===== src/rtl/wbe_pkg.sv =====
// Shared types and constants for the waypoint bearing error core.
// Holds the pipeline word, field widths and the CORDIC arctangent table.
// No dependencies; every module of the core imports this package.
`timescale 1ns / 1ps
`default_nettype none

package wbe_pkg;

   localparam int POS_W       = 32;
   localparam int PROX_W      = 31;
   localparam int HEADING_W   = 16;
   localparam int DXY_W       = POS_W + 1;
   localparam int PRESCALE_SH = 26;
   localparam int CORDIC_W    = 63;
   localparam int ANGLE_W     = 32;
   localparam int MAX_STEPS   = 24;

   // Bearings used when dx is zero, 65536 per turn.
   localparam logic [HEADING_W-1:0] BEARING_DY_POS  = 16'hFFFF;
   localparam logic [HEADING_W-1:0] BEARING_DY_ZERO = 16'hC000;
   localparam logic [HEADING_W-1:0] BEARING_DY_NEG  = 16'h8000;

   localparam logic [ANGLE_W-1:0] HALF_TURN = 32'h8000_0000;
   // Negate and round to 16 bits in one add: -z + 2^15 = ~z + 2^15 + 1.
   localparam logic [ANGLE_W-1:0] ROUND_NEG = 32'h0000_8001;

   localparam logic [ANGLE_W-1:0] ATAN_TURNS [MAX_STEPS] = '{
      32'h20000000, 32'h12E4051D, 32'h09FB385B, 32'h051111D4,
      32'h028B0D43, 32'h0145D7E1, 32'h00A2F61E, 32'h00517C55,
      32'h0028BE53, 32'h00145F2E, 32'h000A2F98, 32'h000517CC,
      32'h00028BE6, 32'h000145F3, 32'h0000A2F9, 32'h0000517C,
      32'h000028BE, 32'h0000145F, 32'h00000A2F, 32'h00000517,
      32'h0000028B, 32'h00000145, 32'h000000A2, 32'h00000051
   };

   typedef struct packed {
      logic                        valid;
      logic signed [CORDIC_W-1:0]  x;
      logic signed [CORDIC_W-1:0]  y;
      logic        [ANGLE_W-1:0]   z;
      logic        [HEADING_W-1:0] heading;
      logic                        arrived;
      logic                        dx_zero;
      logic        [HEADING_W-1:0] bearing_fix;
   } cordic_type;

endpackage

`default_nettype wire


===== src/rtl/wbe_front.sv =====
// Front end of the bearing core: position differences, arrival test and
// the half-turn pre-rotation that seeds the CORDIC. Uses wbe_pkg.
`timescale 1ns / 1ps
`default_nettype none

module wbe_front
   import wbe_pkg::*;
(
   input  wire logic                        clock,
   input  wire logic                        reset,
   input  wire logic                        in_valid,
   input  wire logic signed [POS_W-1:0]     robot_x,
   input  wire logic signed [POS_W-1:0]     robot_y,
   input  wire logic        [HEADING_W-1:0] robot_heading,
   input  wire logic signed [POS_W-1:0]     target_x,
   input  wire logic signed [POS_W-1:0]     target_y,
   input  wire logic        [PROX_W-1:0]    proximity,
   output cordic_type                       out_ff
);

   localparam int PAD_W = CORDIC_W - DXY_W - PRESCALE_SH;

   logic                 valid_ff;
   logic [DXY_W-1:0]     dx_ff, dx_in;
   logic [DXY_W-1:0]     dy_ff, dy_in;
   logic [HEADING_W-1:0] heading_ff;
   logic [PROX_W-1:0]    prox_ff;

   logic signed [DXY_W:0]      dx_w, dy_w, prox_w;
   logic                       arrived;
   logic signed [CORDIC_W-1:0] x_pre, y_pre;
   cordic_type                 out_in;

   assign dx_in = {target_x[POS_W-1], target_x} - {robot_x[POS_W-1], robot_x};
   assign dy_in = {target_y[POS_W-1], target_y} - {robot_y[POS_W-1], robot_y};

   always_ff @(posedge clock) begin
      if (reset) begin
         valid_ff <= 1'b0;
      end else begin
         valid_ff <= in_valid;
      end
      dx_ff      <= dx_in;
      dy_ff      <= dy_in;
      heading_ff <= robot_heading;
      prox_ff    <= proximity;
   end

   // |d| < p is tested as -p < d < p, both compares side by side.
   always_comb begin
      dx_w    = $signed({dx_ff[DXY_W-1], dx_ff});
      dy_w    = $signed({dy_ff[DXY_W-1], dy_ff});
      prox_w  = $signed({{(DXY_W + 1 - PROX_W){1'b0}}, prox_ff});
      arrived = (dx_w < prox_w) && ((dx_w + prox_w) > 0) &&
                (dy_w < prox_w) && ((dy_w + prox_w) > 0);
      x_pre   = $signed({{PAD_W{dy_ff[DXY_W-1]}}, dy_ff, {PRESCALE_SH{1'b0}}});
      y_pre   = $signed({{PAD_W{dx_ff[DXY_W-1]}}, dx_ff, {PRESCALE_SH{1'b0}}});

      out_in.valid   = valid_ff;
      out_in.heading = heading_ff;
      out_in.arrived = arrived;
      out_in.dx_zero = (dx_ff == '0);
      if (!dy_ff[DXY_W-1] && (dy_ff != '0)) begin
         out_in.bearing_fix = BEARING_DY_POS;
      end else if (dy_ff == '0) begin
         out_in.bearing_fix = BEARING_DY_ZERO;
      end else begin
         out_in.bearing_fix = BEARING_DY_NEG;
      end
      // A vector in the lower half plane is turned by half a turn first.
      if (dy_ff[DXY_W-1]) begin
         out_in.x = -x_pre;
         out_in.y = -y_pre;
         out_in.z = HALF_TURN;
      end else begin
         out_in.x = x_pre;
         out_in.y = y_pre;
         out_in.z = '0;
      end
   end

   always_ff @(posedge clock) begin
      if (reset) begin
         out_ff.valid <= 1'b0;
      end else begin
         out_ff.valid <= out_in.valid;
      end
      out_ff.x           <= out_in.x;
      out_ff.y           <= out_in.y;
      out_ff.z           <= out_in.z;
      out_ff.heading     <= out_in.heading;
      out_ff.arrived     <= out_in.arrived;
      out_ff.dx_zero     <= out_in.dx_zero;
      out_ff.bearing_fix <= out_in.bearing_fix;
   end

endmodule

`default_nettype wire


===== config.mk =====
export PLATFORM = sky130hd
export DESIGN_NAME = wbe_front
export DESIGN_NICKNAME = d
export VERILOG_FILES = /design/src/rtl/wbe_pkg.sv /design/src/rtl/wbe_front.sv
export SDC_FILE = /design/constraint.sdc
export NUM_CORES = 1
export LEC_CHECK = 0
export ABC_AREA = 1
export ABC_CLOCK_PERIOD_IN_PS = 3000
export BUFFER_PORTS_ARGS = -buffer_cell sky130_fd_sc_hd__buf_2
export CORE_AREA = 2 2 145 218
export DETAILED_ROUTE_END_ITERATION = 7
export DIE_AREA = 0 0 147 220
export GPL_TIMING_DRIVEN = 0
export PLACE_DENSITY_LB_ADDON = 0.3
export SYNTH_ARGS = -nofsm -noshare
export SYNTH_HDL_FRONTEND = slang
export SYNTH_SLANG_ARGS = --single-unit

===== constraint.sdc =====
create_clock -name clock -period 3 [get_ports clock]
set_clock_uncertainty 0.05 [all_clocks]
set_input_delay 0.15 -clock clock [delete_from_list [all_inputs] [get_ports clock]]
set_output_delay 0.15 -clock clock [all_outputs]
set_load 0.1 [all_outputs]

==> impl_metrics.yaml, run 1 <==
layout:
  finalNetCount: 3348
  layoutNonFillerInstCount: 3391
  n_antenna_cell: 0
  num-fill-cells: 2678
  layout-drive-gt1-share_pct: 17.1
  multi_input_area_mm2: 0.0106
  syn2layout_area_growth_pct: 22.5
  regArea_mm2: 0.00421
place:
  place.port_buffers: 286
  place_inst: 3278
  finalWeightedCongestion: 1.01
  dp_hpwl_mm: 50.1
clock_network:
  clockBufferDepth: 3
  cts.sinks: 210
  clock_latency_ps: 520
  clockRootBuffer: "clkbuf_16"
  cts_max_level: 1
  tritoncts: "built"
  clk_pin_slew_ps: 70
  numCtsBuffers: 21
critical_path:
  path_cells: "inv_1, ha_1, inv_2, nand2_1, nand2_1, clkinv_1, nand3_1, nand2_1, nand2_1, nand2_1, nand2_1, nand2_1, nand2_1, nand2_1, nor2_1, nand2_1, nor2_1, nand3_1, nand2_2, nor2_1"
  path_buf_inv: 3
  crit_required_ps: 3370
  critPathMaxFanout: 4
  slowest_stage: "dfxtp_1"
  slowest_delay_ps: 400
  cp_common_cell: "nand2_1"
  critical_path.top_delay_family: "simple AND/OR/NAND/NOR gates"
  crit_path_end_kind: "flip-flop"
  arrival_ps: 3290
  crit_type: "reg2reg"
  cp-start-kind: "flip-flop"
synthesis:
  synth-edff-count: 0
  synth-seq-area-share_pct: 25.0
  synth_seq_cells: 210
  async_flop_share_pct: 0
  postSynthCellCount: 2501
  yosys_warnings: 0
  dominantRegCellSynth: "dfxtp_1"
  syn_area_mm2: 0.0168
  avgSynthCellArea_um2: 6.71
  yosysUniqueCellTypes: 53
die:
  dieArea_mm2: 0.0323
  start_util_pct: 54.8
  core.rowCount: 79
  die_h_um: 220
  fp.coreArea_mm2: 0.0306
  ios: 371
  die-width_um: 147
global_route:
  grt_max_degree: 16
  grt_pass1_wl_mm: 90.2
  grt_usage_pct: 36.0
  antenna_found_initial: 0
  overflow: 0
  grt_pass1_vias: 17400
timing:
  hold_violations: 0
  finalCritPeriodShare_pct: 97.4
  max_clock_freq_ghz: 0.342
  min_period_ps: 2920
  finalSetupViolCount: 0
  worst_pin_slew_ps: 1130
  max_slew_margin_pct: 24.6
  tns_ps: 0
  maxSlewViolCount: 0
power_and_ir_drop:
  p_seq_share_pct: 26.3
  vdd_drop_max_uv: 736
  p_leak_nw: 11.4
  p_clk_share_pct: 16.0
  p_switching_mw: 8.78
  power.internal_mw: 6.93
  powerDensity_mw_per_mm2: 764
  power_frac_comb_pct: 57.7
  switching_share_pct: 55.9
routing:
  num_vias: 17900
  post_drt_wl_per_cell_um: 18.0
  drc: 0
  viasPerCell: 5.27
  totalWireLength_mm: 61.1
  first_pass_iters: 8
  drt_iter0_markers: 1012
  antenna_left: 0
worst_hold_path:
  hold_class: "in2reg"
status:
  outcome: "finished, final reports clean"
job:
  cap_violations: 0
[cell usage after synthesis, drive strengths merged, types with 4 or more instances]
| master | n | area [µm²] |
|---|---|---|
| ha | 193 | 2410 |
| o21a | 9 | 67.6 |
| nor3 | 47 | 260 |
| nand2 | 616 | 2330 |
| a21boi | 8 | 60.1 |
| dfxtp | 210 | 4200 |
| buf | 101 | 746 |
| xnor2 | 52 | 455 |
| nand4 | 35 | 234 |
| nor2 | 258 | 1010 |
| fa | 4 | 80.1 |
| nand3 | 91 | 468 |
| and3 | 4 | 25.0 |
| clkbuf | 4 | 15.0 |
| a21o | 12 | 90.1 |
| nor4 | 17 | 128 |
| o211ai | 4 | 30.0 |
| a31oi | 7 | 43.8 |
| o2111ai | 4 | 35.0 |
| o21ai | 96 | 514 |
| clkinv | 4 | 15.0 |
| inv | 426 | 1600 |
| xor2 | 83 | 727 |
| o21bai | 27 | 210 |
| a21oi | 164 | 832 |
| nand3b | 8 | 72.6 |
| a221oi | 6 | 52.6 |
[per-layer routing]
metal  track usage, %  part of all wire [%]
met4             25.9                   8.2
met1             36.0                    35
met3             4.43                   6.5
met5                0                     0
met2             68.3                    51
[worst reg2reg max path, stage by stage (launching register included)]
cell and delay, ps:
dfxtp_1 400, inv_1 100, ha_1 350, inv_2 120, nand2_1 60, nand2_1 120
clkinv_1 120, nand3_1 190, nand2_1 100, nand2_1 180, nand2_1 100, nand2_1 80
nand2_1 40, nand2_1 80, nand2_1 50, nor2_1 100, nand2_1 70, nor2_1 160
nand3_1 120, nand2_2 160, nor2_1 70
[worst paths after layout]
kind	start	to	slack [ps]	cells after the start
min reg2reg	heading_ff[14]	out_ff[32]	280	0
max reg2reg	prox_ff[4]	out_ff[17]	80	20
min	target_y[8]	dy_ff[8]	2	3
max	prox_ff[4]	out_ff[17]	80	20
[power by group through the flow]
| stage | Clock, mW | Combinational (mW) | Sequential, mW |
|---|---|---|---|
| floorplan | 0 | 4.28 | 6.55 |
| global placement | 0 | 8.71 | 4.14 |
| detailed placement | 0 | 8.77 | 4.14 |
| CTS | 2.53 | 8.90 | 4.10 |
| global route | 2.64 | 9.66 | 4.16 |
| finish | 2.52 | 9.06 | 4.13 |
[layout by cell type (no fill, tap or decap), drive strengths merged, types with 27 or more instances in the layout]
| master | n |
|---|---|
| dfxtp | 210 |
| clkbuf | 30 |
| buf | 388 |
| conb | 88 |
| nand2 | 616 |
| nand3 | 91 |
| a21oi | 164 |
| nand4 | 35 |
| nor3 | 47 |
| o21bai | 27 |
| inv | 428 |
| nor2 | 258 |
| xnor2 | 52 |
| xor2 | 83 |
| ha | 193 |
| o21ai | 96 |
| dlygate4sd3 | 76 |
[repair_timing]
action                                  4_1_cts  5_1_grt
endpoints found under the setup margin        2        4
endpoints found under the hold margin        74        0
hold buffers                                 76        0
setup buffers                                 0        1
resized for setup                             6       27
pin swaps                                     0        2
[cell families after synthesis]
group | synth area share (%)
AO/OA/AOI/OAI | 11.8
XOR/XNOR | 7.04
adder cells (fa/ha/maj) | 14.9
buffers and inverters | 14.1
flip-flops | 25.0
other | 0.0447
AND/OR/NAND/NOR | 27.1
[sequential cells by signal (all words and copies together), names as in the netlist]
name,count
dx_ff,33
prox_ff,31
out_ff,96
heading_ff,16
valid_ff,1
dy_ff,33
[through the flow]
step	instance area (µm²)	hold slack [ps]	total power [mW]	util (%)	worst slack (ps)
floorplan	17100	128	10.8	-	817
global placement	19000	203	12.9	62.2	-521
detailed placement	19000	204	12.9	62.2	-516
CTS	20500	2.83	15.5	66.8	9.79
global route	20600	17.1	16.5	67.1	-37.2
finish	20600	2.30	15.7	67.1	78.9
[cell type report]
| class | instances | area share (%) |
|---|---|---|
| inverter | 430 | 7.85 |
| clock inverter | 10 | 0.310 |
| timing repair buffer | 363 | 10.7 |
| multi-input combinational | 1842 | 51.7 |
| buffer | 105 | 3.70 |
| clock buffer | 26 | 2.79 |
| tap | 405 | 2.46 |
| sequential | 210 | 20.5 |
(Power assumes the default switching activity.)
==> inputs of run 2 (changes only) <==
CORE_AREA = 2 2 169 253   (was 2 2 145 218)
DIE_AREA = 0 0 171 255   (was 0 0 147 220)
SLEW_MARGIN = 20   (was unset)
==> impl_metrics.yaml, run 2 (synthesized netlist as in run 1, its figures left out) <==
status:
  outcome: "finished, final reports clean"
routing:
  first_pass_iters: 7
  totalWireLength_mm: 60.1
  num_vias: 17200
  viasPerCell: 4.82
  drt_iter0_markers: 730
  post_drt_wl_per_cell_um: 16.8
  drc: 0
  antenna_left: 0
worst_hold_path:
  hold_start: "target_y[25]"
  min_to: "dy_ff[25]"
  hold_depth: 3
  hold_class: "in2reg"
critical_path:
  crit_type: "reg2reg"
  slowest_delay_ps: 510
  arrival_ps: 3220
  critical_path.top_delay_family: "simple AND/OR/NAND/NOR gates"
  reg2reg_depth: 13
  cp_num_cells: 13
  crit_required_ps: 3370
  crit_path_end_kind: "flip-flop"
  r2r-end: "out_ff[17]"
  critPathMaxFanout: 7
  cp_common_cell: "nand2_1"
  slowest_stage: "dfxtp_1"
  cp-start-kind: "flip-flop"
  path_buf_inv: 2
  r2r_slack_ps: 150
  r2r-start: "prox_ff[28]"
  path_cells: "inv_1, ha_1, nand2_1, nor3_1, nand2_1, nor4_2, nand3b_1, nand3_1, nand2_1, inv_1, nor2_1, nand2_1, nor2_1"
power_and_ir_drop:
  power.internal_mw: 7.16
  switching_share_pct: 54.6
  p_leak_nw: 11.4
  p_clk_share_pct: 17.2
  power_mw: 15.8
  p_seq_share_pct: 25.7
  powerDensity_mw_per_mm2: 753
  p_switching_mw: 8.60
  vdd_drop_max_uv: 702
  power_frac_comb_pct: 57.1
place:
  dp_hpwl_mm: 51.0
  place.port_buffers: 286
  finalWeightedCongestion: 1.04
timing:
  finalSetupViolCount: 0
  maxSlewViolCount: 0
  finalCritPeriodShare_pct: 94.9
  worst_pin_slew_ps: 1040
  min_period_ps: 2850
  max_slew_margin_pct: 31.0
  rsz0062_at_grt: "yes"
  max_clock_freq_ghz: 0.351
  hold_violations: 0
layout:
  top_register: "out_ff"
  largest_reg_flops: 96
  utilization_pct: 50.2
  finalNetCount: 3361
  final_cell_mix: "nand2_1, inv_1, buf_2"
  num-fill-cells: 4340
  syn2layout_area_growth_pct: 24.7
  regArea_mm2: 0.00421
  layout-drive-gt1-share_pct: 16.5
  final_common_cell: "nand2_1"
  multi_input_area_mm2: 0.0106
  reg.largest.list: "out_ff: 96 flops, dx_ff: 33 flops, dy_ff: 33 flops"
clock_network:
  tritoncts: "built"
  clockRootBuffer: "clkbuf_16"
  clock_latency_ps: 530
  cts.sinks: 210
  clk_pin_slew_ps: 60
  cts_setup_buffers: 0
  numCtsBuffers: 21
  cts_max_level: 1
  clockBufferDepth: 3
die:
  die-width_um: 171
  core.rowCount: 92
  start_util_pct: 40.3
  die_h_um: 255
  dieArea_mm2: 0.0436
  ios: 371
  fp.coreArea_mm2: 0.0417
global_route:
  overflow: 0
  grt_pass1_vias: 16800
  grt_max_degree: 16
  grt_pass1_wl_mm: 88.4
  antenna_found_initial: 0
  grt_usage_pct: 26.7
job:
  cap_violations: 0
## run 2: worst max path at each step
stage / endpoint / startpoint / slack, ps
2_1_floorplan: out_ff[14] / dy_ff[1] / 820
3_3_place_gp: out_ff[17] / prox_ff[29] / -100
3_5_place_dp: out_ff[17] / prox_ff[1] / -80
4_1_cts: out_ff[17] / prox_ff[21] / 50
5_1_grt: out_ff[17] / prox_ff[28] / -40
6_report: out_ff[17] / prox_ff[28] / 150
## run 2: tightest hold or removal path, delay by kind of cell
family	cells	cell delay, ps
buf+inv	1	80
xor+xnor	1	100
fa+ha+maj	1	210
## run 2: through the flow
step	setup WS (ps)	hold slack (ps)	setup TNS [ps]	area, µm²	std cells
finish	152	23.3	0	20900	3564
global route	-35.4	27.9	-35.4	20900	3563
CTS	49.4	2.14	0	20900	3563
detailed placement	-83.3	204	-83.3	19200	3437
global placement	-99.1	202	-99.1	19200	3437
floorplan	817	128	0	17100	2587
## run 2: timing repair
item | in CTS | in global routing
resized for setup | 2 | 18
hold buffers | 90 | 0
hold endpoints to repair | 87 | 0
gates cloned | 0 | 0
pin swaps | 0 | 0
endpoints found under the setup margin | 1 | 3
## run 2: cell type report
type	instances	share of cell area, %
multi-input combinational	1842	50.7
sequential	210	20.1
inverter	430	7.71
clock buffer	27	2.71
buffer	105	3.64
tap	564	3.37
clock inverter	9	0.634
antenna	1	0.0120
timing repair buffer	376	11.1
## run 2: routing by layer
layer	vias up	part of all wire, %	GRT usage [%]	wire, µm
li1	8706	-	-	-
met1	7836	38	28.4	23000
met5	-	0	0	0
met2	509	52	51.0	31100
met3	144	3.8	2.37	2300
met4	0	6.1	15.3	3650
## run 2: power by group through the flow
stage | combinational, mW | clock [mW] | sequential, mW
after global placement | 8.78 | 0 | 4.09
after CTS | 8.93 | 2.78 | 4.04
final | 8.99 | 2.72 | 4.05
after floorplan | 4.28 | 0 | 6.55
after detailed placement | 8.80 | 0 | 4.09
after global routing | 9.67 | 2.89 | 4.11
==> inputs of run 3 (changes only) <==
CORE_AREA = 2 2 146 219   (was 2 2 169 253)
DIE_AREA = 0 0 148 221   (was 0 0 171 255)
==> impl_metrics.yaml, run 3 (synthesized netlist as in run 1, its figures left out) <==
clock_network:
  clk_pin_slew_ps: 70
  tritoncts: "built"
  cts_max_level: 1
  cts.sinks: 210
  clock_latency_ps: 540
  clockRootBuffer: "clkbuf_16"
  numCtsBuffers: 22
  clockBufferDepth: 3
power_and_ir_drop:
  power_frac_comb_pct: 56.6
  power_mw: 16.1
  switching_share_pct: 55.1
  p_leak_nw: 11.5
  p_seq_share_pct: 25.6
  power.internal_mw: 7.21
  powerDensity_mw_per_mm2: 773
  p_switching_mw: 8.85
  vdd_drop_max_uv: 644
  p_clk_share_pct: 17.8
die:
  start_util_pct: 54.4
  dieArea_mm2: 0.0327
  die-width_um: 148
  ios: 371
  die_h_um: 221
  core.rowCount: 79
  fp.coreArea_mm2: 0.0308
global_route:
  grt_usage_pct: 36.5
  overflow: 0
  grt_max_degree: 16
  antenna_found_initial: 1
  grt_pass1_wl_mm: 93.8
  grt_pass1_vias: 18300
routing:
  drc: 0
  drt_iter0_markers: 1124
  viasPerCell: 5.26
  num_vias: 17900
  antenna_left: 0
  totalWireLength_mm: 61.8
  post_drt_wl_per_cell_um: 18.1
  first_pass_iters: 8
timing:
  maxSlewViolCount: 0
  worst_slack_ps: 123
  hold_violations: 0
  min_period_ps: 2880
  finalCritPeriodShare_pct: 95.9
  max_slew_margin_pct: 33.2
  worst_pin_slew_ps: 1000
  hold-worst-slack_ps: 6.38
  finalSetupViolCount: 0
  max_clock_freq_ghz: 0.348
  tns_ps: 0
layout:
  regArea_mm2: 0.00421
  layoutNonFillerInstCount: 3408
  syn2layout_area_growth_pct: 23.8
  largest_reg_flops: 96
  reg.largest.list: "out_ff: 96 flops, dx_ff: 33 flops, dy_ff: 33 flops"
  design_area_mm2: 0.0208
  final_cell_mix: "nand2_1, inv_1, buf_2"
  final_common_cell: "nand2_1"
  layout-drive-gt1-share_pct: 17.0
  top_register: "out_ff"
  finalNetCount: 3361
  multi_input_area_mm2: 0.0106
  utilization_pct: 67.4
  num-fill-cells: 2695
critical_path:
  r2r_slack_ps: 120
  cp-start-kind: "flip-flop"
  critPathMaxFanout: 5
  r2r-start: "prox_ff[4]"
  r2r-end: "out_ff[17]"
  crit_type: "reg2reg"
  crit_required_ps: 3380
  crit_path_end_kind: "flip-flop"
  reg2reg_depth: 17
  arrival_ps: 3250
place:
  finalWeightedCongestion: 1.03
  place_inst: 3278
  place.port_buffers: 286
  dp_slack_ps: -495
  placed_area_mm2: 0.0190
  dp_hpwl_mm: 50.4
job:
  cap_violations: 0
worst_hold_path:
  hold_start: "target_x[1]"
  hold_depth: 4
  hold_class: "in2reg"
  min_to: "dx_ff[1]"
status:
  outcome: "finished, final reports clean"
==> run 3: cell count changes in the layout (fill, tap and decap cells not counted), moves of 3 or more <==
| cell | delta |
|---|---|
| clkinvlp_4 | +3 |
| ha_1 | -3 |
| dfxtp_2 | +5 |
| a21oi_1 | +3 |
| a21oi_2 | -3 |
| clkbuf_1 | -3 |
| dfxtp_1 | -5 |
| ha_2 | +3 |
==> run 3: worst max-delay path by stage <==
stage	end	startpoint
after floorplan	out_ff[14]	dy_ff[1]
after global placement	out_ff[17]	prox_ff[29]
after detailed placement	out_ff[17]	prox_ff[29]
after CTS	out_ff[17]	prox_ff[2]
after global routing	out_ff[14]	dy_ff[1]
final	out_ff[17]	prox_ff[4]
==> run 3: repair_timing <==
item | CTS | global route
pin swaps | 0 | 1
gates cloned | 0 | 0
hold buffers | 88 | 0
gates resized for setup | 5 | 23
endpoints found under the hold margin | 86 | 0
buffers inserted | 0 | 1
endpoints found under the setup margin | 1 | 4
==> run 3: cell type report <==
type	count	share of cell area (%)
Buffer	105	3.66
Inverter	430	7.77
Multi-Input combinational cell	1842	51.1
Clock inverter	14	0.698
Timing Repair Buffer	375	11.2
Clock buffer	26	2.92
Sequential cell	210	20.3
Tap cell	405	2.44
Antenna cell	1	0.0120
==> run 3: critical path, stage by stage, from the launching register on <==
cell	delay (ps)
dfxtp_1	430
inv_1	120
ha_1	410
inv_2	60
nand2_1	50
nand2_1	70
inv_1	50
nand3_1	200
nand2_1	200
nand2_2	140
nand2_1	90
nand2_1	50
nor2_1	90
nand2_1	100
nor3_4	320
nand4_1	140
nand2_1	140
nor2_1	50
==> run 3: power groups by stage <==
| stage | combinational (mW) | sequential, mW | clock (mW) |
|---|---|---|---|
| after global routing | 9.68 | 4.14 | 2.98 |
| after detailed placement | 8.80 | 4.12 | 0 |
| after CTS | 8.94 | 4.07 | 2.88 |
| final | 9.08 | 4.11 | 2.86 |
| after global placement | 8.74 | 4.11 | 0 |
| after floorplan | 4.28 | 6.55 | 0 |
==> run 3: metal layers <==
| metal | wire length (µm) | GRT usage [%] | up-vias |
|---|---|---|---|
| met3 | 3500 | 3.65 | 254 |
| met2 | 31500 | 68.6 | 851 |
| met5 | 0 | 0 | - |
| li1 | - | - | 8730 |
| met4 | 5010 | 25.2 | 0 |
| met1 | 21800 | 37.3 | 8093 |
