**config.mk**
```make
export PLATFORM = sky130hd
export DESIGN_NAME = wbe_back
export DESIGN_NICKNAME = d
export VERILOG_FILES = /design/src/rtl/wbe_pkg.sv /design/src/rtl/wbe_back.sv
export SDC_FILE = /design/constraint.sdc
export NUM_CORES = 1
export LEC_CHECK = 0
export ABC_AREA = 1
export ABC_CLOCK_PERIOD_IN_PS = 2000
export BUFFER_PORTS_ARGS = -buffer_cell sky130_fd_sc_hd__buf_2
export CORE_MARGIN = 4
export CORE_UTILIZATION = 41
export CTS_CLUSTER_DIAMETER = 40
export DETAILED_ROUTE_END_ITERATION = 6
export PLACE_DENSITY_LB_ADDON = 0.05
export SYNTH_ARGS = -nofsm -noshare
export SYNTH_HDL_FRONTEND = slang
export SYNTH_SLANG_ARGS = --single-unit
```
**constraint.sdc**
```tcl
create_clock -name clock -period 2 [get_ports clock]
set_input_delay 0.2 -clock clock [delete_from_list [all_inputs] [get_ports clock]]
set_output_delay 0.2 -clock clock [all_outputs]
set_load 0.005 [all_outputs]
```
**src/rtl/wbe_pkg.sv**
```systemverilog
// Shared types and constants for the waypoint bearing error core.
// Holds the pipeline word, field widths and the CORDIC arctangent table.
// No dependencies; every module of the core imports this package.
`timescale 1ns / 1ps
`default_nettype none

package wbe_pkg;

   localparam int POS_W       = 32;
   localparam int PROX_W      = 31;
   localparam int HEADING_W   = 16;
   localparam int DXY_W       = POS_W + 1;
   localparam int PRESCALE_SH = 26;
   localparam int CORDIC_W    = 63;
   localparam int ANGLE_W     = 32;
   localparam int MAX_STEPS   = 24;

   // Bearings used when dx is zero, 65536 per turn.
   localparam logic [HEADING_W-1:0] BEARING_DY_POS  = 16'hFFFF;
   localparam logic [HEADING_W-1:0] BEARING_DY_ZERO = 16'hC000;
   localparam logic [HEADING_W-1:0] BEARING_DY_NEG  = 16'h8000;

   localparam logic [ANGLE_W-1:0] HALF_TURN = 32'h8000_0000;
   // Negate and round to 16 bits in one add: -z + 2^15 = ~z + 2^15 + 1.
   localparam logic [ANGLE_W-1:0] ROUND_NEG = 32'h0000_8001;

   localparam logic [ANGLE_W-1:0] ATAN_TURNS [MAX_STEPS] = '{
      32'h20000000, 32'h12E4051D, 32'h09FB385B, 32'h051111D4,
      32'h028B0D43, 32'h0145D7E1, 32'h00A2F61E, 32'h00517C55,
      32'h0028BE53, 32'h00145F2E, 32'h000A2F98, 32'h000517CC,
      32'h00028BE6, 32'h000145F3, 32'h0000A2F9, 32'h0000517C,
      32'h000028BE, 32'h0000145F, 32'h00000A2F, 32'h00000517,
      32'h0000028B, 32'h00000145, 32'h000000A2, 32'h00000051
   };

   typedef struct packed {
      logic                        valid;
      logic signed [CORDIC_W-1:0]  x;
      logic signed [CORDIC_W-1:0]  y;
      logic        [ANGLE_W-1:0]   z;
      logic        [HEADING_W-1:0] heading;
      logic                        arrived;
      logic                        dx_zero;
      logic        [HEADING_W-1:0] bearing_fix;
   } cordic_type;

endpackage

`default_nettype wire

```
**src/rtl/wbe_back.sv**
```systemverilog
// Back end of the bearing core: negates and rounds the CORDIC angle to a
// 16-bit bearing, then subtracts the heading. Two register stages. Uses wbe_pkg.
`timescale 1ns / 1ps
`default_nettype none

module wbe_back
   import wbe_pkg::*;
(
   input  wire logic                  clock,
   input  wire logic                  reset,
   input  wire cordic_type            in_data,
   output logic                       rsp_strobe,
   output logic       [HEADING_W-1:0] rsp_heading_error,
   output logic                       rsp_arrived
);

   logic                 valid_ff;
   logic [HEADING_W-1:0] bearing_ff, bearing_in;
   logic [HEADING_W-1:0] heading_ff;
   logic                 arrived_ff;
   logic [ANGLE_W-1:0]   rounded;

   logic                 strobe_ff;
   logic [HEADING_W-1:0] error_ff;
   logic                 arrived_out_ff;

   assign rounded    = ~in_data.z + ROUND_NEG;
   assign bearing_in = in_data.dx_zero ? in_data.bearing_fix
                                       : rounded[ANGLE_W-1 -: HEADING_W];

   always_ff @(posedge clock) begin
      if (reset) begin
         valid_ff  <= 1'b0;
         strobe_ff <= 1'b0;
      end else begin
         valid_ff  <= in_data.valid;
         strobe_ff <= valid_ff;
      end
      bearing_ff     <= bearing_in;
      heading_ff     <= in_data.heading;
      arrived_ff     <= in_data.arrived;
      error_ff       <= bearing_ff - heading_ff;
      arrived_out_ff <= arrived_ff;
   end

   assign rsp_strobe        = strobe_ff;
   assign rsp_heading_error = error_ff;
   assign rsp_arrived       = arrived_out_ff;

endmodule

`default_nettype wire

```
==> results of run 1 <==
-- Yosys cell counts (all sizes together) --
cell | n | area, µm²
nand2 | 142 | 546
o21ai | 5 | 36.3
nor3 | 3 | 20.0
ha | 15 | 188
o21bai | 1 | 7.51
a21oi | 13 | 65.1
o21a | 1 | 7.51
xnor2 | 2 | 17.5
dfxtp | 52 | 1040
a21boi | 1 | 7.51
clkbuf | 2 | 7.51
fa | 1 | 20.0
inv | 78 | 293
and2 | 1 | 6.26
nand3b | 5 | 37.5
a21o | 2 | 15.0
a31oi | 1 | 6.26
nor2 | 70 | 308
xor2 | 9 | 78.8
nand3 | 47 | 235
nand4 | 7 | 43.8
buf | 2 | 22.5
-- what timing repair did --
action,in CTS,in global routing
endpoints found under the hold margin,17,0
buffers inserted,0,0
setup endpoints to repair,0,0
hold buffers,17,0
gates resized for setup,0,0
-- cells in the final DEF (no fill, tap or decap) --
cell	netlist	layout
sky130_fd_sc_hd__nand2_1	137	137
sky130_fd_sc_hd__buf_2	0	86
sky130_fd_sc_hd__inv_1	75	75
sky130_fd_sc_hd__nor2_1	58	58
sky130_fd_sc_hd__dfxtp_1	52	52
sky130_fd_sc_hd__nand3_1	47	47
sky130_fd_sc_hd__dlygate4sd3_1	0	17
sky130_fd_sc_hd__ha_1	15	15
sky130_fd_sc_hd__a21oi_1	13	13
sky130_fd_sc_hd__xor2_1	9	9
sky130_fd_sc_hd__nor2_2	9	9
sky130_fd_sc_hd__nand4_1	7	7
sky130_fd_sc_hd__nand3b_1	5	5
sky130_fd_sc_hd__nand2_2	5	5
sky130_fd_sc_hd__clkbuf_8	0	5
sky130_fd_sc_hd__o21ai_2	3	3
sky130_fd_sc_hd__inv_2	3	3
sky130_fd_sc_hd__nor2_4	3	3
sky130_fd_sc_hd__a21o_1	2	2
sky130_fd_sc_hd__nor3_1	2	2
sky130_fd_sc_hd__o21ai_0	2	2
sky130_fd_sc_hd__xnor2_1	2	2
sky130_fd_sc_hd__o21bai_1	1	1
sky130_fd_sc_hd__o21a_1	1	1
sky130_fd_sc_hd__a31oi_1	1	1
sky130_fd_sc_hd__and2_1	1	1
sky130_fd_sc_hd__nor3_2	1	1
sky130_fd_sc_hd__a21boi_1	1	1
sky130_fd_sc_hd__fa_1	1	1
sky130_fd_sc_hd__inv_6	0	1
sky130_fd_sc_hd__bufinv_16	0	1
sky130_fd_sc_hd__clkbuf_1	2	1
sky130_fd_sc_hd__buf_4	0	1
-- power by group through the flow --
stage | Clock [mW] | Sequential, mW | Combinational, mW
CTS | 0.754 | 1.20 | 0.644
global route | 0.798 | 1.21 | 0.731
floorplan | 0 | 1.24 | 0.357
global placement | 0 | 1.22 | 0.611
finish | 0.723 | 1.20 | 0.645
detailed placement | 0 | 1.22 | 0.616
-- worst paths after layout --
kind / depth (start not counted) / slack, ns / startpoint / to
max: 9 / 0.14 / bearing_ff[0] / rsp_heading_error[10]
min: 2 / 0.05 / reset / rsp_strobe
max reg2reg: 9 / 0.14 / bearing_ff[0] / rsp_heading_error[10]
min reg2reg: 0 / 0.33 / arrived_ff / rsp_arrived
-- logic make-up (layout without fill, tap and decap cells) --
group / Yosys count / count (layout) / share of synthesized area [%]
buffers and inverters: 82 / 190 / 10.7
AOI/OAI and AO/OA: 24 / 24 / 4.82
xor gates and xnor gates: 11 / 11 / 3.20
adders and majority gates: 16 / 16 / 6.90
and+or+nand+nor: 275 / 275 / 39.8
DFF: 52 / 52 / 34.6
-- layout make-up --
type	count	area, µm²	share of cell area (%)
inverters	78	293	7.67
clock inverters	2	38.8	1.02
well taps	96	120	3.15
flip-flops and latches	52	1040	27.3
multi-input cells	326	1650	43.1
repair buffers	104	608	15.9
clock buffers	6	72.6	1.90
-- stage by stage --
| stage | setup WS, ns | total power [mW] |
|---|---|---|
| 2_1_floorplan | 0.352 | 1.60 |
| 3_3_place_gp | 0.196 | 1.83 |
| 3_5_place_dp | 0.163 | 1.84 |
| 4_1_cts | 0.149 | 2.59 |
| 5_1_grt | 0.0288 | 2.74 |
| 6_report | 0.141 | 2.56 |
-- metal layers --
metal / global-route usage [%] / vias up / part of all wire (%)
met1: 26.1 / 1287 / 51
met3: 3.85 / 14 / 8.2
li1: - / 1628 / -
met4: 5.66 / 0 / 1.8
met2: 25.7 / 118 / 39
met5: 0 / - / 0
-- registers in the layout, indices dropped and copies added (netlist names) --
register	cells
valid_ff	1
rsp_strobe	1
rsp_arrived	1
heading_ff	16
arrived_ff	1
rsp_heading_error	16
bearing_ff	16
==> flow_metrics.env, run 1 <==
export IMPL_sum_of_overflow_across_all_layers_after_global_routing=0
export IMPL_flow_area_growth_from_synthesis_pct=26.9
export IMPL_power_internal_mw=1.83
export IMPL_drt_initial_drc_count=141
export IMPL_top_level_ports=213
export IMPL_dieArea_mm2=0.00877
export IMPL_critical_path_required_ns=2.23
export IMPL_core_area_mm2=0.00694
export IMPL_share_clk_of_total_power_pct=28.2
export IMPL_grt_max_degree=17
export IMPL_finalHoldViolCount=0
export IMPL_ctsHtreeMaxLevel=2
export IMPL_wirelength_mm=7.62
export IMPL_max_fanout_on_critical_path=4
export IMPL_n_antenna_cell=0
export IMPL_grt_antenna_before_repair=0
export IMPL_io_buffers=86
export IMPL_final_core_util_pct=55.0
export IMPL_wl_per_cell_um=11.5
export IMPL_slew_viol_final=0
export IMPL_average_instance_area_after_synthesis_um2=6.54
export IMPL_place_area_mm2=0.00354
export IMPL_cp_arrival_ns=2.09
export IMPL_worst_ir_drop_vdd_mv=0.362
export IMPL_cts_inserted_buffers=5
export IMPL_tritoncts="built"
export IMPL_cap_violations=0
export IMPL_worst_setup_hold_path_clk_slew_ns=0.09
export IMPL_place_congestion=0.929
export IMPL_setup_viol=0
export IMPL_dieHeight_um=93.7
export IMPL_detail_route_vias_per_cell=4.59
export IMPL_timing_final_crit_period_ns=1.86
export IMPL_stdcell_count=664
export IMPL_grt_first_pass_wirelength_mm=12.4
export IMPL_path_category_of_the_worst_min_delay_check="input pin to flop"
export IMPL_setup_worst_path_end_class="flop"
export IMPL_powerDensity_mw_per_mm2=671
export IMPL_period_share_pct=93.0
export IMPL_drcViolationCount=0
export IMPL_critPathSlowestCell="sky130_fd_sc_hd__fa_1"
export IMPL_power_share_switching_pct=28.6
export IMPL_max_slew_worst_pin_slew_ns=0.504
export IMPL_nets=778
export IMPL_rsz_0062_raised_after_global_routing="no"
export IMPL_fillers=694
export IMPL_dp_cells=639
export IMPL_hpwlAfterDp_mm=6.23
export IMPL_worst_slew_margin_rel_pct=66.4
export IMPL_die_width_um=93.7
export IMPL_hold_slack_ns=0.0546
export IMPL_critical_path_top_delay_family="adder cells"
export IMPL_via_count=3047
export IMPL_seq_power_share_pct=46.7
export IMPL_crit_path_cell_trace="inv_1 > ha_1 > fa_1 > o21ai_2 > nand2_1 > nand2_1 > nand2_1 > nand2_1 > xor2_1"
export IMPL_p_switching_mw=0.734
export IMPL_layout_cells_sized_above_1_pct=20.8
export IMPL_finalInstanceArea_mm2=0.00382
export IMPL_detail_route_first_pass_iterations=4
export IMPL_synthCells=460
export IMPL_seq_area_frac_synth_pct=34.6
export IMPL_synth_cell_type_count=28
export IMPL_critical_path_max_stage_delay_ns=0.42
export IMPL_cp_buffers_inverters=1
export IMPL_power_static_leakage_nw=2.07
export IMPL_synth_fp_nets=671
export IMPL_fp_row_count=30
export IMPL_tns_ns=0
export IMPL_crit_path_frequent_cell="sky130_fd_sc_hd__nand2_1"
export IMPL_ys_ff_latch=52
export IMPL_ctsLongestPathBuffers=2
export IMPL_clkLatencyLatePin_ns=0.30
export IMPL_gr_usage_all_layers_pct=17.8
export IMPL_critical_path_startpoint_type="flop"
export IMPL_final_antenna_net_count=0
export IMPL_criticalPathCategory="flop to flop"
export IMPL_run_status="finished clean"
export IMPL_yosys_warnings=0
export IMPL_clkSinkCount=52
export IMPL_ctsRootBufferMaster="sky130_fd_sc_hd__clkbuf_8"
export IMPL_syn_area_mm2=0.00301
export IMPL_power_combinational_fraction_pct=25.1
export IMPL_initial_utilization_pct=43.3
export IMPL_vias_in_the_first_global_route=2835
export IMPL_clock_skew_final_ns=0.00485
export IMPL_fmaxAchievable_mhz=538
No activity file was read; power rests on OpenSTA's default activity.
==> run 2, diff against run 1 <==
HOLD_SLACK_MARGIN = 0.08   (was unset)
==> flow_metrics.env, run 2 (synthesized netlist as in run 1, its figures left out) <==
export IMPL_fillers=691
export IMPL_share_clk_of_total_power_pct=28.1
export IMPL_cts_inserted_buffers=5
export IMPL_final_core_util_pct=55.6
export IMPL_clkSinkCount=52
export IMPL_register_area_mm2=0.00104
export IMPL_cap_violations=0
export IMPL_max_fanout_on_critical_path=4
export IMPL_critical_path_required_ns=2.23
export IMPL_gr_usage_all_layers_pct=17.9
export IMPL_ctsRootBufferMaster="sky130_fd_sc_hd__clkbuf_8"
export IMPL_initial_utilization_pct=43.3
export IMPL_globalRouteMet2Util_pct=26.1
export IMPL_sum_of_overflow_across_all_layers_after_global_routing=0
export IMPL_cp_arrival_ns=2.09
export IMPL_grt_antenna_before_repair=0
export IMPL_wl_per_cell_um=11.4
export IMPL_finalHoldViolCount=0
export IMPL_stdcell_count=668
export IMPL_timing_final_crit_period_ns=1.85
export IMPL_setup_worst_path_end_class="flop"
export IMPL_io_buffers=86
export IMPL_hold_path_cell_count=3
export IMPL_dieArea_mm2=0.00877
export IMPL_wirelength_mm=7.65
export IMPL_final_antenna_net_count=0
export IMPL_power_internal_mw=1.84
export IMPL_fmaxAchievable_mhz=539
export IMPL_layout_cells_sized_above_1_pct=20.6
export IMPL_core_area_mm2=0.00694
export IMPL_met3_grt_util_pct=3.77
export IMPL_met1_usage_pct=26.2
export IMPL_r2r_worst_path_cells=9
export IMPL_hold_slack_ns=0.0942
export IMPL_seq_power_share_pct=46.6
export IMPL_run_status="finished clean"
export IMPL_clock_skew_final_ns=0.00483
export IMPL_rsz_0062_raised_after_global_routing="no"
export IMPL_powerDensity_mw_per_mm2=666
export IMPL_worst_ir_drop_vdd_mv=0.362
export IMPL_criticalPathCategory="flop to flop"
export IMPL_flow_area_growth_from_synthesis_pct=28.2
export IMPL_power_combinational_fraction_pct=25.3
export IMPL_dieHeight_um=93.7
export IMPL_ctsHtreeMaxLevel=2
export IMPL_p_switching_mw=0.734
export IMPL_slew_viol_final=0
export IMPL_ctsLongestPathBuffers=2
export IMPL_grt_first_pass_wirelength_mm=12.5
export IMPL_die_width_um=93.7
export IMPL_finalInstanceArea_mm2=0.00386
export IMPL_detail_route_first_pass_iterations=4
export IMPL_worst_slew_margin_rel_pct=66.6
export IMPL_multi_input_area_mm2=0.00165
export IMPL_detail_route_vias_per_cell=4.58
export IMPL_n_antenna_cell=0
export IMPL_clkLatencyLatePin_ns=0.30
export IMPL_hpwlAfterDp_mm=6.23
export IMPL_timing_final_ws_setup_ns=0.146
export IMPL_report_power_total_mw=2.57
export IMPL_place_area_mm2=0.00354
export IMPL_power_share_switching_pct=28.6
export IMPL_worst_setup_hold_path_clk_slew_ns=0.09
export IMPL_dp_cells=639
export IMPL_grt_max_degree=17
export IMPL_vias_in_the_first_global_route=2856
export IMPL_setup_viol=0
export IMPL_power_static_leakage_nw=2.08
export IMPL_via_count=3058
export IMPL_global_route_peak_usage_layer="met1"
export IMPL_critical_path_startpoint_type="flop"
export IMPL_final_common_cell="sky130_fd_sc_hd__nand2_1"
export IMPL_tns_ns=0
export IMPL_top_level_ports=213
export IMPL_max_slew_worst_pin_slew_ns=0.500
export IMPL_drcViolationCount=0
export IMPL_period_share_pct=92.7
export IMPL_nets=782
export IMPL_fp_row_count=30
export IMPL_post_place_ws_ns=0.163
export IMPL_tritoncts="built"
export IMPL_path_category_of_the_worst_min_delay_check="input pin to flop"
export IMPL_place_congestion=0.929
export IMPL_drt_initial_drc_count=161
export IMPL_layout_common_cells="sky130_fd_sc_hd__nand2_1 (137), sky130_fd_sc_hd__buf_2 (86), sky130_fd_sc_hd__inv_1 (75), sky130_fd_sc_hd__nor2_1 (58), sky130_fd_sc_hd__dfxtp_1 (52)"
[run 2: path summary, 6_finish.rpt]
kind | start | to | slack [ns]
setup / recovery | bearing_ff[0] | rsp_heading_error[10] | 0.15
hold / removal | in_data[1] | bearing_ff[1] | 0.09
hold reg to reg | arrived_ff | rsp_arrived | 0.33
setup reg to reg | bearing_ff[0] | rsp_heading_error[10] | 0.15
[run 2: final cells by class]
type | instances | share of cell area (%)
multi-input cells | 326 | 42.6
well taps | 96 | 3.11
repair buffers | 108 | 16.8
flip-flops and latches | 52 | 27.0
inverters | 78 | 7.59
clock buffers | 6 | 1.88
clock inverters | 2 | 1.01
[run 2: worst max-delay path: stages, from the launching register on]
cell and delay, ns:
sky130_fd_sc_hd__dfxtp_1 0.32, sky130_fd_sc_hd__inv_1 0.04, sky130_fd_sc_hd__ha_1 0.23, sky130_fd_sc_hd__fa_1 0.42, sky130_fd_sc_hd__o21ai_2 0.26, sky130_fd_sc_hd__nand2_1 0.08, sky130_fd_sc_hd__nand2_1 0.14, sky130_fd_sc_hd__nand2_1 0.07
sky130_fd_sc_hd__nand2_1 0.07, sky130_fd_sc_hd__xor2_1 0.16
[run 2: metal layers]
layer	wire, µm	part of all wire [%]
met1	3870	51
met3	680	8.9
met5	0	0
met2	2960	39
met4	136	1.8
[run 2: timing repair]
item	in CTS	in global routing
gates resized for setup	0	0
hold buffers	21	0
buffers inserted	0	0
setup endpoints to repair	0	0
hold endpoints to repair	21	0
[run 2: power by group through the flow]
stage | combinational, mW | sequential [mW] | clock, mW
2_1_floorplan | 0.357 | 1.24 | 0
3_3_place_gp | 0.611 | 1.22 | 0
3_5_place_dp | 0.616 | 1.22 | 0
4_1_cts | 0.649 | 1.20 | 0.754
5_1_grt | 0.737 | 1.21 | 0.798
6_report | 0.651 | 1.20 | 0.721
==> run 3, diff against run 2 <==
ABC_AREA = unset   (was 1)
CORE_UTILIZATION = 37   (was 41)
==> flow_metrics.env, run 3 <==
export IMPL_cap_violations=0
export IMPL_powerDensity_mw_per_mm2=720
export IMPL_drcViolationCount=0
export IMPL_grt_first_pass_wirelength_mm=8.94
export IMPL_cp_arrival_ns=2.29
export IMPL_flow_area_growth_from_synthesis_pct=51.4
export IMPL_nets=598
export IMPL_critical_path_startpoint_type="flop"
export IMPL_seq_power_share_pct=47.1
export IMPL_gr_usage_all_layers_pct=14.8
export IMPL_power_internal_mw=1.83
export IMPL_synthCells=245
export IMPL_final_antenna_net_count=0
export IMPL_synth_async_reset_ratio_pct=0
export IMPL_detail_route_first_pass_iterations=4
export IMPL_power_combinational_fraction_pct=29.0
export IMPL_core_area_mm2=0.00603
export IMPL_path_category_of_the_worst_min_delay_check="input pin to flop"
export IMPL_worst_ir_drop_vdd_mv=0.386
export IMPL_n_antenna_cell=0
export IMPL_timing_final_ws_setup_ns=-0.0473
export IMPL_max_slew_worst_pin_slew_ns=0.438
export IMPL_via_count=2149
export IMPL_sum_of_overflow_across_all_layers_after_global_routing=0
export IMPL_ctsLongestPathBuffers=2
export IMPL_dp_cells=436
export IMPL_syn_area_mm2=0.00234
export IMPL_worst_slew_margin_rel_pct=70.8
export IMPL_wl_per_cell_um=12.2
export IMPL_detail_route_vias_per_cell=4.64
export IMPL_synth_enable_flop_cells=0
export IMPL_criticalPathCategory="flop to flop"
export IMPL_critical_path_required_ns=2.24
export IMPL_die_width_um=87.6
export IMPL_failed_checks="negative setup slack"
export IMPL_layout_common_cells="sky130_fd_sc_hd__buf_2 (86), sky130_fd_sc_hd__dfxtp_1 (48), sky130_fd_sc_hd__buf_4 (35), sky130_fd_sc_hd__nand2_1 (22), sky130_fd_sc_hd__inv_1 (21)"
export IMPL_synth_cell_type_count=43
export IMPL_power_share_switching_pct=28.5
export IMPL_grt_max_degree=32
export IMPL_ctsRootBufferMaster="sky130_fd_sc_hd__clkbuf_8"
export IMPL_report_power_total_mw=2.56
export IMPL_vias_in_the_first_global_route=2051
export IMPL_stdcell_count=463
export IMPL_run_status="finished with violations"
export IMPL_netlist_top_cell_by_area="sky130_fd_sc_hd__dfxtp_1"
export IMPL_clock_skew_final_ns=0.00757
export IMPL_wirelength_mm=5.63
export IMPL_yosys_warnings=0
export IMPL_average_instance_area_after_synthesis_um2=9.57
export IMPL_share_clk_of_total_power_pct=23.8
export IMPL_max_fanout_on_critical_path=3
export IMPL_clkSinkCount=52
export IMPL_setup_viol=1
export IMPL_place_congestion=0.780
export IMPL_seq_area_frac_synth_pct=44.4
export IMPL_worst_setup_hold_path_clk_slew_ns=0.10
export IMPL_ys_flop_type="sky130_fd_sc_hd__dfxtp_1"
export IMPL_dieHeight_um=87.6
export IMPL_timing_final_crit_period_ns=2.05
export IMPL_power_static_leakage_nw=1.73
export IMPL_fp_row_count=28
export IMPL_synth_cells_most_frequent="sky130_fd_sc_hd__dfxtp_1 (52), sky130_fd_sc_hd__nand2_1 (23), sky130_fd_sc_hd__inv_1 (22)"
export IMPL_clkLatencyLatePin_ns=0.30
export IMPL_fmaxAchievable_mhz=488
export IMPL_register_area_mm2=0.00105
export IMPL_top_level_ports=213
export IMPL_dieArea_mm2=0.00767
export IMPL_final_common_cell="sky130_fd_sc_hd__buf_2"
export IMPL_synth_most_common_cell="sky130_fd_sc_hd__dfxtp_1"
export IMPL_rsz_0062_raised_after_global_routing="yes"
export IMPL_period_share_pct=102
export IMPL_fillers=575
export IMPL_io_buffers=86
export IMPL_hpwlAfterDp_mm=4.50
export IMPL_initial_utilization_pct=38.9
export IMPL_drt_initial_drc_count=47
export IMPL_ctsHtreeMaxLevel=2
export IMPL_p_switching_mw=0.727
export IMPL_tritoncts="built"
export IMPL_cts_inserted_buffers=5
export IMPL_ys_ff_latch=52
export IMPL_ys_top_cells_by_area="sky130_fd_sc_hd__dfxtp_1 (44%), sky130_fd_sc_hd__ha_1 (8.0%), sky130_fd_sc_hd__xnor2_1 (4.5%)"
export IMPL_layout_cells_sized_above_1_pct=42.3
export IMPL_finalHoldViolCount=0
export IMPL_grt_antenna_before_repair=0
export IMPL_multi_input_area_mm2=0.00136
export IMPL_slew_viol_final=0
export IMPL_synth_fp_nets=456
export IMPL_setup_worst_path_end_class="flop"
export IMPL_yosysTopAreaCellShare_pct=44.4
## run 3: area by class of cell
type,instances,share of cell area [%]
clock buffers,5,1.94
clock inverters,3,0.705
inverters,22,2.33
multi-input cells,167,38.3
flip-flops and latches,52,29.5
well taps,75,2.64
repair buffers,139,24.6
## run 3: worst max-delay path: stages (launching register included)
cell	delay (ns)
sky130_fd_sc_hd__dfxtp_2	0.34
sky130_fd_sc_hd__ha_4	0.23
sky130_fd_sc_hd__o21a_1	0.21
sky130_fd_sc_hd__o21ai_2	0.21
sky130_fd_sc_hd__o31ai_4	0.12
sky130_fd_sc_hd__or4b_4	0.54
sky130_fd_sc_hd__a31oi_4	0.20
sky130_fd_sc_hd__xnor2_1	0.13
## run 3: what timing repair did
action                                  in CTS  in global routing
hold buffers                                18                  0
hold endpoints to repair                    19                  0
buffers inserted                             1                  0
pin swaps                                    5                  4
resized for setup                            7                 23
endpoints found under the setup margin       2                  7
## run 3: cell families (layout without fill, tap and decap cells)
family	count (synthesis)	in the layout	synth area share, %
AO/OA/AOI/OAI	59	59	16.9
XOR/XNOR	21	21	7.84
adder cells (fa/ha/maj)	16	16	8.86
buffers and inverters	26	169	4.22
flip-flops	52	52	44.4
multiplexers	2	2	0.907
AND/OR/NAND/NOR	69	69	16.9
## run 3: metal layers
| layer | GRT usage, % | share of wire, % | vias to the layer above |
|---|---|---|---|
| met5 | 0 | 0 | - |
| met4 | 4.18 | 1.0 | 0 |
| met3 | 6.40 | 10 | 5 |
| met2 | 22.1 | 42 | 82 |
| met1 | 19.4 | 46 | 918 |
| li1 | - | - | 1144 |
## run 3: final timing paths
path	endpoint	start	depth (start not counted)	slack, ns
min reg2reg	rsp_arrived	arrived_ff	0	0.34
min	bearing_ff[13]	in_data[13]	3	0.10
max reg2reg	rsp_heading_error[15]	bearing_ff[5]	7	-0.05
max	rsp_heading_error[15]	bearing_ff[5]	7	-0.05
## run 3: power by group through the flow
stage               clock network [mW]  registers (mW)  logic [mW]
CTS                              0.635            1.20       0.697
global route                     0.690            1.22       0.824
global placement                     0            1.23       0.641
detailed placement                   0            1.23       0.646
finish                           0.609            1.20       0.742
floorplan                            0            1.24       0.324
## run 3: metrics by stage
step                      setup TNS [ns]  cell area, µm²  hold WS (ns)  utilization (%)  worst slack (ns)
after global placement            -0.219            3140         0.302             52.1            -0.107
after detailed placement          -0.236            3140         0.304             52.1            -0.100
after floorplan                        0            2380         0.228                -            0.0111
after CTS                        -0.0265            3450        0.0915             57.3           -0.0265
final                            -0.0473            3550         0.101             58.9           -0.0473
after global routing              -0.187            3550        0.0885             58.9            -0.107
